<file path="src/rtl/core/oqpt_pkg.sv">
// Shared types, codes and widths of the order queue position tracker.
`timescale 1ns / 1ps

package oqpt_pkg;

  localparam int VOLUME_BITS = 32;
  localparam int SUM_BITS    = 48;
  localparam int DIV_BITS    = VOLUME_BITS + 1;
  localparam int TRY_BITS    = VOLUME_BITS + 3;
  localparam int STEP_BITS   = $clog2(VOLUME_BITS);
  localparam int CFG_IDX_BITS = 1;

  localparam logic [2:0] OP_START  = 3'd0;
  localparam logic [2:0] OP_TRADE  = 3'd1;
  localparam logic [2:0] OP_CANCEL = 3'd2;
  localparam logic [2:0] OP_ADD    = 3'd3;
  localparam logic [2:0] OP_CLEAR  = 3'd4;

  localparam logic [CFG_IDX_BITS-1:0] CFG_ORDER_SIZE = 1'b0;
  localparam logic [CFG_IDX_BITS-1:0] CFG_INIT_AHEAD = 1'b1;

  typedef struct packed {
    logic [2:0]             opcode;
    logic [VOLUME_BITS-1:0] volume;
  } in_t;

  typedef struct packed {
    logic [VOLUME_BITS-1:0] spillover_volume;
    logic [VOLUME_BITS-1:0] queue_ahead;
    logic [VOLUME_BITS-1:0] queue_behind;
    logic [VOLUME_BITS-1:0] executed_volume;
    logic [VOLUME_BITS-1:0] unfilled_volume;
    logic                   fully_executed;
    logic [SUM_BITS-1:0]    traded_total;
  } out_t;

  typedef struct packed {
    logic load;
    logic div_init;
    logic div_step;
    logic commit;
  } cmd_t;

  typedef struct packed {
    logic need_div;
  } status_t;

endpackage

</file>
<file path="src/rtl/core/oqpt_ctrl.sv">
// Controller state machine: item intake, divider sequencing and result hand-off.
`timescale 1ns / 1ps

module oqpt_ctrl (
  input  logic              clk,
  input  logic              rst_n,
  input  logic              in_valid,
  output logic              in_ready,
  output logic              out_valid,
  input  logic              out_ready,
  input  oqpt_pkg::status_t status,
  output oqpt_pkg::cmd_t    cmd
);

  typedef enum logic [1:0] {
    S_IDLE,
    S_PREP,
    S_DIV,
    S_FIN
  } state_t;

  state_t                          state_r;
  logic [oqpt_pkg::STEP_BITS-1:0]  cnt_r;
  logic                            out_valid_r;
  logic                            commit_ok;

  assign in_ready     = (state_r == S_IDLE);
  assign out_valid    = out_valid_r;
  assign commit_ok    = (state_r == S_FIN) && (!out_valid_r || out_ready);

  assign cmd.load     = in_valid && (state_r == S_IDLE);
  assign cmd.div_init = (state_r == S_PREP);
  assign cmd.div_step = (state_r == S_DIV);
  assign cmd.commit   = commit_ok;

  always_ff @(posedge clk) begin
    if (!rst_n) begin
      state_r     <= S_IDLE;
      cnt_r       <= '0;
      out_valid_r <= 1'b0;
    end else begin
      if (commit_ok) begin
        out_valid_r <= 1'b1;
      end else if (out_ready) begin
        out_valid_r <= 1'b0;
      end
      case (state_r)
        S_IDLE: begin
          if (in_valid) begin
            state_r <= S_PREP;
          end
        end
        S_PREP: begin
          cnt_r <= oqpt_pkg::STEP_BITS'(oqpt_pkg::VOLUME_BITS - 1);
          if (status.need_div) begin
            state_r <= S_DIV;
          end else begin
            state_r <= S_FIN;
          end
        end
        S_DIV: begin
          if (cnt_r == '0) begin
            state_r <= S_FIN;
          end else begin
            cnt_r <= cnt_r - 1'b1;
          end
        end
        S_FIN: begin
          if (commit_ok) begin
            state_r <= S_IDLE;
          end
        end
        default: begin
          state_r <= S_IDLE;
        end
      endcase
    end
  end

endmodule

</file>
<file path="src/rtl/core/oqpt_dp.sv">
// Datapath: configuration, queue counters, bit-serial cancel divider, result register.
`timescale 1ns / 1ps

module oqpt_dp (
  input  logic                                 clk,
  input  logic                                 rst_n,
  input  logic                                 cfg_we,
  input  logic [oqpt_pkg::CFG_IDX_BITS-1:0]    cfg_index,
  input  logic [oqpt_pkg::VOLUME_BITS-1:0]     cfg_wdata,
  input  oqpt_pkg::in_t                        in_data,
  input  oqpt_pkg::cmd_t                       cmd,
  output oqpt_pkg::status_t                    status,
  output oqpt_pkg::out_t                       out_data
);

  localparam int VW = oqpt_pkg::VOLUME_BITS;
  localparam int SW = oqpt_pkg::SUM_BITS;
  localparam int DW = oqpt_pkg::DIV_BITS;
  localparam int TW = oqpt_pkg::TRY_BITS;

  logic [VW-1:0]    order_size_r, init_ahead_r;
  logic [VW-1:0]    ahead_r, behind_r, filled_r;
  logic [VW-1:0]    ahead_nxt, behind_nxt, filled_nxt, spill_nxt;
  logic [SW-1:0]    sum_r, sum_nxt;
  oqpt_pkg::in_t    item_r;
  oqpt_pkg::out_t   out_r;

  logic [VW-1:0]    a_r, q_r;
  logic [DW-1:0]    rem_r, d_r;
  logic [TW-1:0]    try_v, d1_v, d2_v;
  logic [VW-1:0]    q_nxt;
  logic [DW-1:0]    rem_nxt;
  logic [DW:0]      q_dbl;

  logic [VW-1:0]    vol, left_now, left_nxt, past, cb;
  logic [SW:0]      sum_ext;
  logic [VW:0]      add_ext;
  logic [DW-1:0]    ca;
  logic signed [VW+1:0] na, nb;

  assign status.need_div = (item_r.opcode == oqpt_pkg::OP_CANCEL) && (behind_r != '0);
  assign out_data = out_r;

  always_ff @(posedge clk) begin
    if (!rst_n) begin
      order_size_r <= VW'(1);
      init_ahead_r <= '0;
    end else if (cfg_we) begin
      case (cfg_index)
        oqpt_pkg::CFG_ORDER_SIZE: order_size_r <= cfg_wdata;
        oqpt_pkg::CFG_INIT_AHEAD: init_ahead_r <= cfg_wdata;
        default: ;
      endcase
    end
  end

  // restoring step of floor(volume * ahead / (ahead + behind))
  always_comb begin
    d1_v    = {2'b00, d_r};
    d2_v    = {1'b0, d_r, 1'b0};
    try_v   = {1'b0, rem_r, 1'b0} + (a_r[VW-1] ? {3'b000, ahead_r} : '0);
    q_dbl   = {1'b0, q_r, 1'b0};
    if (try_v >= d2_v) begin
      rem_nxt = DW'(try_v - d2_v);
      q_nxt   = VW'(q_dbl + (DW+1)'(2));
    end else if (try_v >= d1_v) begin
      rem_nxt = DW'(try_v - d1_v);
      q_nxt   = VW'(q_dbl + (DW+1)'(1));
    end else begin
      rem_nxt = try_v[DW-1:0];
      q_nxt   = q_dbl[VW-1:0];
    end
  end

  always_ff @(posedge clk) begin
    if (cmd.load) begin
      item_r <= in_data;
    end
    if (cmd.div_init) begin
      a_r   <= item_r.volume;
      q_r   <= '0;
      rem_r <= '0;
      d_r   <= {1'b0, ahead_r} + {1'b0, behind_r};
    end else if (cmd.div_step) begin
      a_r   <= {a_r[VW-2:0], 1'b0};
      q_r   <= q_nxt;
      rem_r <= rem_nxt;
    end
  end

  always_comb begin
    vol        = item_r.volume;
    ahead_nxt  = ahead_r;
    behind_nxt = behind_r;
    filled_nxt = filled_r;
    sum_nxt    = sum_r;
    spill_nxt  = '0;
    left_now   = (order_size_r > filled_r) ? (order_size_r - filled_r) : '0;
    past       = vol - ahead_r;
    sum_ext    = {1'b0, sum_r} + (SW+1)'(vol);
    add_ext    = {1'b0, behind_r} + {1'b0, vol};
    ca         = {1'b0, q_r} + DW'(rem_r != '0);
    cb         = vol - ca[VW-1:0];
    na         = $signed({2'b00, ahead_r}) - $signed({1'b0, ca});
    nb         = $signed({2'b00, behind_r}) - $signed({2'b00, cb});
    case (item_r.opcode)
      oqpt_pkg::OP_START: begin
        ahead_nxt  = init_ahead_r;
        behind_nxt = '0;
        filled_nxt = '0;
        sum_nxt    = '0;
      end
      oqpt_pkg::OP_TRADE: begin
        sum_nxt = sum_ext[SW] ? '1 : sum_ext[SW-1:0];
        if (vol > ahead_r) begin
          ahead_nxt = '0;
          if (left_now <= past) begin
            filled_nxt = order_size_r;
            spill_nxt  = past - left_now;
          end else begin
            filled_nxt = filled_r + past;
          end
        end else begin
          ahead_nxt = ahead_r - vol;
        end
      end
      oqpt_pkg::OP_CANCEL: begin
        if (behind_r == '0) begin
          ahead_nxt = (vol > ahead_r) ? '0 : (ahead_r - vol);
        end else begin
          if (na < 0) begin
            nb        = nb + na;
            ahead_nxt = '0;
          end else begin
            ahead_nxt = na[VW-1:0];
          end
          behind_nxt = (nb < 0) ? '0 : nb[VW-1:0];
        end
      end
      oqpt_pkg::OP_ADD: begin
        behind_nxt = add_ext[VW] ? '1 : add_ext[VW-1:0];
      end
      oqpt_pkg::OP_CLEAR: begin
        ahead_nxt  = '0;
        behind_nxt = '0;
      end
      default: ;
    endcase
    left_nxt = (order_size_r > filled_nxt) ? (order_size_r - filled_nxt) : '0;
  end

  always_ff @(posedge clk) begin
    if (!rst_n) begin
      ahead_r  <= '0;
      behind_r <= '0;
      filled_r <= '0;
      sum_r    <= '0;
    end else if (cmd.commit) begin
      ahead_r  <= ahead_nxt;
      behind_r <= behind_nxt;
      filled_r <= filled_nxt;
      sum_r    <= sum_nxt;
    end
  end

  always_ff @(posedge clk) begin
    if (cmd.commit) begin
      out_r.spillover_volume <= spill_nxt;
      out_r.queue_ahead      <= ahead_nxt;
      out_r.queue_behind     <= behind_nxt;
      out_r.executed_volume  <= filled_nxt;
      out_r.unfilled_volume  <= left_nxt;
      out_r.fully_executed   <= (filled_nxt >= order_size_r);
      out_r.traded_total     <= sum_nxt;
    end
  end

endmodule

</file>
<file path="src/rtl/core/order_queue_position_tracker.sv">
// Top level of the order queue position tracker.
// Usage:
//   Input channel in_valid/in_ready/in_data carries one event item: opcode
//   (start, trade, cancel, add behind, clear) and its volume. Output channel
//   out_valid/out_ready/out_data returns one result item per event: spillover,
//   queue ahead/behind, executed and remaining volume, full-fill flag and the
//   saturating traded total.
//   cfg_we/cfg_index/cfg_wdata write the order size and the initial queue
//   ahead; write them only while no item is in flight.
//   After acceptance an item passes a prepare state and then a finish state, where
//   its result is committed; a cancel with volume behind also runs the bit-serial
//   divider between them, one volume bit per cycle, on the ceiling of the proportional share.
//   One item is processed at a time; in_ready rises again once the result is in
//   the output register, so the next item is taken while it waits.
//   If out_ready stays low the finished item waits in the output register and
//   the following item holds in its last stage until that register frees.
//   Reset (rst_n low, synchronous) clears all counters, sets order size to 1
//   and initial queue ahead to 0, and empties the output register.
`timescale 1ns / 1ps

module order_queue_position_tracker (
  input  logic                                 clk,
  input  logic                                 rst_n,
  input  logic                                 in_valid,
  output logic                                 in_ready,
  input  oqpt_pkg::in_t                        in_data,
  output logic                                 out_valid,
  input  logic                                 out_ready,
  output oqpt_pkg::out_t                       out_data,
  input  logic                                 cfg_we,
  input  logic [oqpt_pkg::CFG_IDX_BITS-1:0]    cfg_index,
  input  logic [oqpt_pkg::VOLUME_BITS-1:0]     cfg_wdata
);

  oqpt_pkg::cmd_t    cmd;
  oqpt_pkg::status_t status;

  oqpt_ctrl u_ctrl (
    .clk       (clk),
    .rst_n     (rst_n),
    .in_valid  (in_valid),
    .in_ready  (in_ready),
    .out_valid (out_valid),
    .out_ready (out_ready),
    .status    (status),
    .cmd       (cmd)
  );

  oqpt_dp u_dp (
    .clk       (clk),
    .rst_n     (rst_n),
    .cfg_we    (cfg_we),
    .cfg_index (cfg_index),
    .cfg_wdata (cfg_wdata),
    .in_data   (in_data),
    .cmd       (cmd),
    .status    (status),
    .out_data  (out_data)
  );

endmodule
</file>
<file path="config.mk">
export PLATFORM = sky130hd
export DESIGN_NAME = order_queue_position_tracker
export DESIGN_NICKNAME = d
export VERILOG_FILES = /design/src/rtl/core/oqpt_pkg.sv /design/src/rtl/core/oqpt_ctrl.sv /design/src/rtl/core/oqpt_dp.sv /design/src/rtl/core/order_queue_position_tracker.sv
export SDC_FILE = /design/constraint.sdc
export NUM_CORES = 2
export LEC_CHECK = 0
export BUFFER_PORTS_ARGS = -buffer_cell sky130_fd_sc_hd__buf_2
export CORE_AREA = 2 2 311 282
export CTS_CLUSTER_DIAMETER = 80
export DETAILED_ROUTE_END_ITERATION = 16
export DIE_AREA = 0 0 313 284
export PLACE_DENSITY = 0.78
export SYNTH_ARGS = -nofsm -noshare
export SYNTH_HDL_FRONTEND = slang
export SYNTH_SLANG_ARGS = --single-unit
</file>
<file path="constraint.sdc">
create_clock -name clk -period 22.9 [get_ports clk]
set_input_delay 4.58 -clock clk [delete_from_list [all_inputs] [get_ports clk]]
set_output_delay 4.58 -clock clk [all_outputs]
set_load 0.01 [all_outputs]
</file>
# --- Word level (Yosys, flattened, before mapping) ---
# Index checks and enable logic that the tools add are counted.
# W data, S select, Z words.
classes:
  bitwise_logic: 1
  reduce_logical: 19
  n_eq_ne: 11
  n_lt_le_gt_ge: 9
  n_addsub: 20
  n_mux: 33
ops:
  columns: ["op", "count"]
  rows:
  - ["$mux W32", 14]
  - ["$sub A32 B32 Y32", 6]
  - ["$pmux W32 S4", 1]
  - ["$mux W34", 3]
  - ["$gt A32 B32 Y1", 3]
  - ["$pmux W32 S3", 1]
  - ["$pmux W48 S2", 1]
  - ["$lt A34 B1 Y1 const B", 2]
  - ["$add A32 B32 Y33", 2]
  - ["$mux W33", 2]
  - ["$sub A33 B33 Y33", 2]
  - ["$pmux W32 S2", 1]
  - ["$add A48 B32 Y49", 1]
  - ["$mux W48", 1]
  - ["$add A34 B32 Y35", 1]
  - ["$ge A35 B33 Y1", 1]
  - ["$ge A35 B34 Y1", 1]
  - ["$add A34 B34 Y34", 1]
  - ["$sub A32 B33 Y34", 1]
  - ["$add A32 B1 Y33", 1]
  - ["$reduce_bool A33 Y1", 1]
  - ["$sub A32 B32 Y33", 1]
  - ["$add A32 B1 Y32 const B", 1]
  - ["$add A32 B2 Y32 const B", 1]
  - ["29 further kinds", 43]
totals:
  in_bits: 73
  output_inout_bits: 211
  register_bits: 590

# --- Logic depth before layout (Yosys ltp) ---
logic_depth:
  word_depth: 12
  mapped_depth: 48
  ltp_nobuf: 46

# --- By module ---
# A second synthesis with hierarchy kept.
hier_totals:
  hier_cells: 6027
  hier_area_um2: 50429.6
by_module_without_submodules:
  columns: ["module", "n_inst", "area_per_inst_um2", "cells_each"]
  rows:
  - ["oqpt_dp", 1, 49941.6, 5973]
  - ["oqpt_ctrl", 1, 488.0, 54]

# --- Least setup slack after synthesis ---
# Ideal clock, no wire load.
synth_path:
  kind: "input to register"
  startpoint: "input out_ready"
  endpoint: "register u_dp.out_r (netlist bit u_dp.out_data[0]), enable pin"
  t_required_ns: 22.245
  slack_ns: 11.240
  cell_stages: 5
  t_arrival_ns: 11.005
  cell_sequence: "nand2b_1 -> nand2_1 -> inv_1 -> clkbuf_1 -> clkbuf_1"
synth_rtl:
  columns: ["element", "line", "source"]
  rows:
  - ["start: declaration", "order_queue_position_tracker.sv:28", "input logic out_ready,"]
  - ["end: declaration", "oqpt_dp.sv:26", "oqpt_pkg::out_t out_r;"]

# --- Worst setup path after layout ---
layout_path:
  startpoint: "register u_dp.order_size_r[0]"
  endpoint: "register u_dp.out_r (netlist bit u_dp.out_data[52]) (data pin)"
layout_between:
  elab_chain_cells: 7
layout_lines:
  columns: ["element", "line", "source"]
  rows:
  - ["start: declaration", "oqpt_dp.sv:21", "logic [VW-1:0] order_size_r, init_ahead_r;"]
  - ["start signal: assignment", "oqpt_dp.sv:50", "oqpt_pkg::CFG_ORDER_SIZE: order_size_r <= cfg_wdata;"]
  - ["$sub A32 B32 Y32 or $gt A32 B32 Y1 (tied branches)", "oqpt_dp.sv:98", "left_now = (order_size_r > filled_r) ? (order_size_r - filled_r) : '0;"]
  - ["$mux W32", "oqpt_dp.sv:98", null]
  - ["$le A32 B32 Y1", "oqpt_dp.sv:117", "if (left_now <= past) begin"]
  - ["$mux W32", "oqpt_dp.sv:117", null]
  - ["$mux W32", "oqpt_dp.sv:115", "if (vol > ahead_r) begin"]
  - ["$pmux W32 S2", "oqpt_dp.sv:106", "case (item_r.opcode)"]
  - ["$sub A32 B32 Y32 or $gt A32 B32 Y1 (tied branches)", "oqpt_dp.sv:149", "left_nxt = (order_size_r > filled_nxt) ? (order_size_r - filled_nxt) : '0;"]
# Parallel ways exist; a longest one is shown, timed or not.
# A chain may end at the register's enable or synchronous reset.

==> run_results.csv <==
group,metric,value,unit
global_route,antenna_found_initial,13,
yosys,synth_cell_types,104,
yosys,ys_seq_area_share,29.3,%
timing,timing.fmax,84.0,MHz
floorplan,start_util,59.5,%
worst_setup_path,slowest_delay,0.77,ns
floorplan,die_area,0.0889,mm^2
place,port_buffers,283,
timing,setup_violations,0,
clock_tree,cts_setup_buffers,0,
worst_setup_path,worst_setup_path_start_kind,"flip-flop",
drt,wire_per_inst,25.2,um
drt,drtIter0Drc,6049,
drt,route.detailed.drc,0,
clock_tree,cts_resized,0,
drt,drt_pass1_iterations,8,
power,ir_drop,131,uV
clock_tree,insertion_delay,0.68,ns
worst_setup_path,worstSetupPathType,"reg -> reg",
worst_setup_path,required,23.28,ns
floorplan,die_w,313,um
clock_tree,cts_sinks,590,
clock_tree,h-tree-depth,3,
yosys,synth.net_count,6713,
power,powerDensity,155,mW/mm^2
drt,routed_wl,190,mm
power,power_frac_comb,69.2,%
yosys,synthCells,6127,
power,seqPwrFrac,17.8,%
cells_and_area,fin_nets,6900,
global_route,grt_pass1_vias,45100,
floorplan,io_pins,284,
timing,slew_viol_final,0,
timing,rsz0062_at_grt,"no",
yosys,synth.avg_cell_area,8.31,um^2
outcome,status,"completed",
place,dpl.hpwl,147,mm
drt,via_per_inst,6.56,
worst_setup_path,cpMostUsedCell,"o21ai_0",
global_route,grt_use_total,41.1,%
timing,slew_headroom,8.56,%
place,finalWeightedCongestion,1.05,
timing,setup_tns,0,ns
power,power.share.clock,13.0,%
cells_and_area,drive_gt1_share,9.89,%
yosys,yosysTopAreaCellShare,18.2,%
drt,antenna_left,0,
floorplan,coreArea,0.0856,mm^2
worst_setup_path,endpoint_kind,"flip-flop",
worst_setup_path,crit_slowest_cell,"o311ai_0",
clock_tree,clkTransAtPathRegs,0.06,ns
yosys,ys_ff_latch,590,
clock_tree,cts_made_buffers,69,
yosys,ys_top_cells_by_count,"a21oi_1 (652), nand2_1 (575), ha_1 (497)",
worst_setup_path,cp_data_arrival_time,12.29,ns
worst_setup_path,worst-path-buf-inv,5,
yosys,async_flop_share,0,%
job,drv_cap,0,
yosys,yosysTopAreaCell,"edfxtp_1",
yosys,yosys.cell_count.top_type,"a21oi_1",
yosys,synth_area,0.0509,mm^2
timing,period_share,52.0,%
power,switching_share,52.3,%
clock_tree,cts_tree,"built",
clock_tree,postCtsHoldBufs,0,
power,p_sw,4.52,mW
cells_and_area,fin_util,65.2,%
timing,worstMarginPinSlew,1.37,ns
floorplan,row_count,102,
yosys,synth_area_leaders,"edfxtp_1 (18%), ha_1 (12%), dfxtp_1 (11%)",
worst_setup_path,crit_fanout,37,
timing,hold_viol_final,0,
drt,routed-via-count,49400,
global_route,grt-ovfl-total,0,
power,p_leak,24.3,nW
worst_setup_path,crit_family,"compound AO/OA/AOI/OAI gates",
global_route,grt_start_max_net_pins,92,
clock_tree,cts_buffer_depth,3,
global_route,grt_first_pass_wirelength,279,mm
yosys,yosysWarnings,0,
timing,fin_skew,0.0508,ns
power,cell_internal_pwr,4.12,mW
yosys,synth-main-ff-cell,"edfxtp_1",
clock_tree,clock-root-buffer,"clkbuf_16",
yosys,synth-edff-count,309,
floorplan,die_h,284,um
cells_and_area,syn_to_final_growth,9.62,%
worst_hold_path,hp-class,"reg -> reg",
timing,fin_crit,11.90,ns
[power by group through the flow]
stage | combinational (mW) | clock (mW) | sequential [mW]
2_1_floorplan | 4.00 | 0 | 1.50
3_3_place_gp | 5.68 | 0 | 1.55
3_5_place_dp | 5.69 | 0 | 1.55
4_1_cts | 5.74 | 1.13 | 1.53
5_1_grt | 6.36 | 1.17 | 1.55
6_report | 5.98 | 1.12 | 1.54
[final timing paths]
check,startpoint,end,slack (ns),depth (start not counted)
setup / recovery,u_dp.order_size_r[0]$_SDFFE_PN1P_,u_dp.out_data[52]$_SDFFCE_PP0P_,11.00,44
hold / removal,u_dp.init_ahead_r[23]$_SDFFE_PN0P_,u_dp.init_ahead_r[23]$_SDFFE_PN0P_,0.46,2
setup reg to reg,u_dp.order_size_r[0]$_SDFFE_PN1P_,u_dp.out_data[52]$_SDFFCE_PP0P_,11.00,44
hold reg to reg,u_dp.init_ahead_r[23]$_SDFFE_PN0P_,u_dp.init_ahead_r[23]$_SDFFE_PN0P_,0.46,2
[per-layer routing]
metal | GRT usage [%] | part of all wire [%] | vias to the layer above | routed length, um
li1 | - | - | 22700 | -
met1 | 57.7 | 41 | 23300 | 78300
met2 | 58.2 | 40 | 2777 | 76100
met3 | 13.0 | 14 | 514 | 25900
met4 | 16.5 | 4.8 | 16 | 9080
met5 | 0 | 0.17 | - | 324
[metrics by stage]
| stage | power, mW | instance area [um^2] | hold slack, ns | setup slack, ns | std cells |
|---|---|---|---|---|---|
| 3_5_place_dp | 7.24 | 53500 | 0.449 | 11.54 | 7387 |
| 6_report | 8.64 | 55800 | 0.457 | 11.00 | 7521 |
| 5_1_grt | 9.08 | 55800 | 0.470 | 10.22 | 7515 |
| 2_1_floorplan | 5.50 | 50900 | 0.436 | 11.24 | 6127 |
| 3_3_place_gp | 7.22 | 53500 | 0.445 | 11.85 | 7387 |
| 4_1_cts | 8.39 | 55800 | 0.457 | 11.40 | 7515 |
[placed cells by master (no fill, tap or decap), drive strengths merged, types with 35 or more instances in the layout]
master,instances
nand2b,67
xnor2,324
o21ai,380
o31ai,35
edfxtp,309
nand2,575
mux2i,48
a211oi,103
nand4,72
a21oi,652
nor4,38
nor3,87
a21o,270
o211ai,42
dfxtp,281
nor2b,68
o21bai,64
ha,497
nor2,492
inv,351
clkbuf,85
o21a,94
a31oi,58
buf,378
a22oi,37
xor2,164
and2,77
and3,66
nand3,122
[registers in the layout (all words and copies together), names as in the netlist, 33 cells and up]
signal         count
u_dp.sum_r        48
u_dp.rem_r        33
u_dp.d_r          33
u_dp.out_data    209
[cell type report]
type	count	area [um^2]
diodes	6	15.0
repair buffers	378	2130
clock inverters	43	414
well taps	1144	1430
inverters	347	1310
flip-flops and latches	590	14900
fillers	7397	29800
multi-input cells	4928	33800
clock buffers	85	1850
[tightest hold or removal path: stages, from the launching register on]
cell and delay (ns):
dfxtp_1 0.31, nand2_1 0.05, a21oi_1 0.05
[kinds of logic (layout without fill, tap and decap cells)]
group	Yosys count	in the layout	share of synthesized area (%)
AO/OA/AOI/OAI	2031	2031	25.7
flip-flops	590	590	29.3
XOR/XNOR	498	498	8.85
adder cells (fa/ha/maj)	534	534	13.3
buffers and inverters	609	853	4.63
multiplexers	82	82	1.70
other	0	6	0
AND/OR/NAND/NOR	1783	1783	16.6
Note: power is estimated with default switching activity, not from simulation.
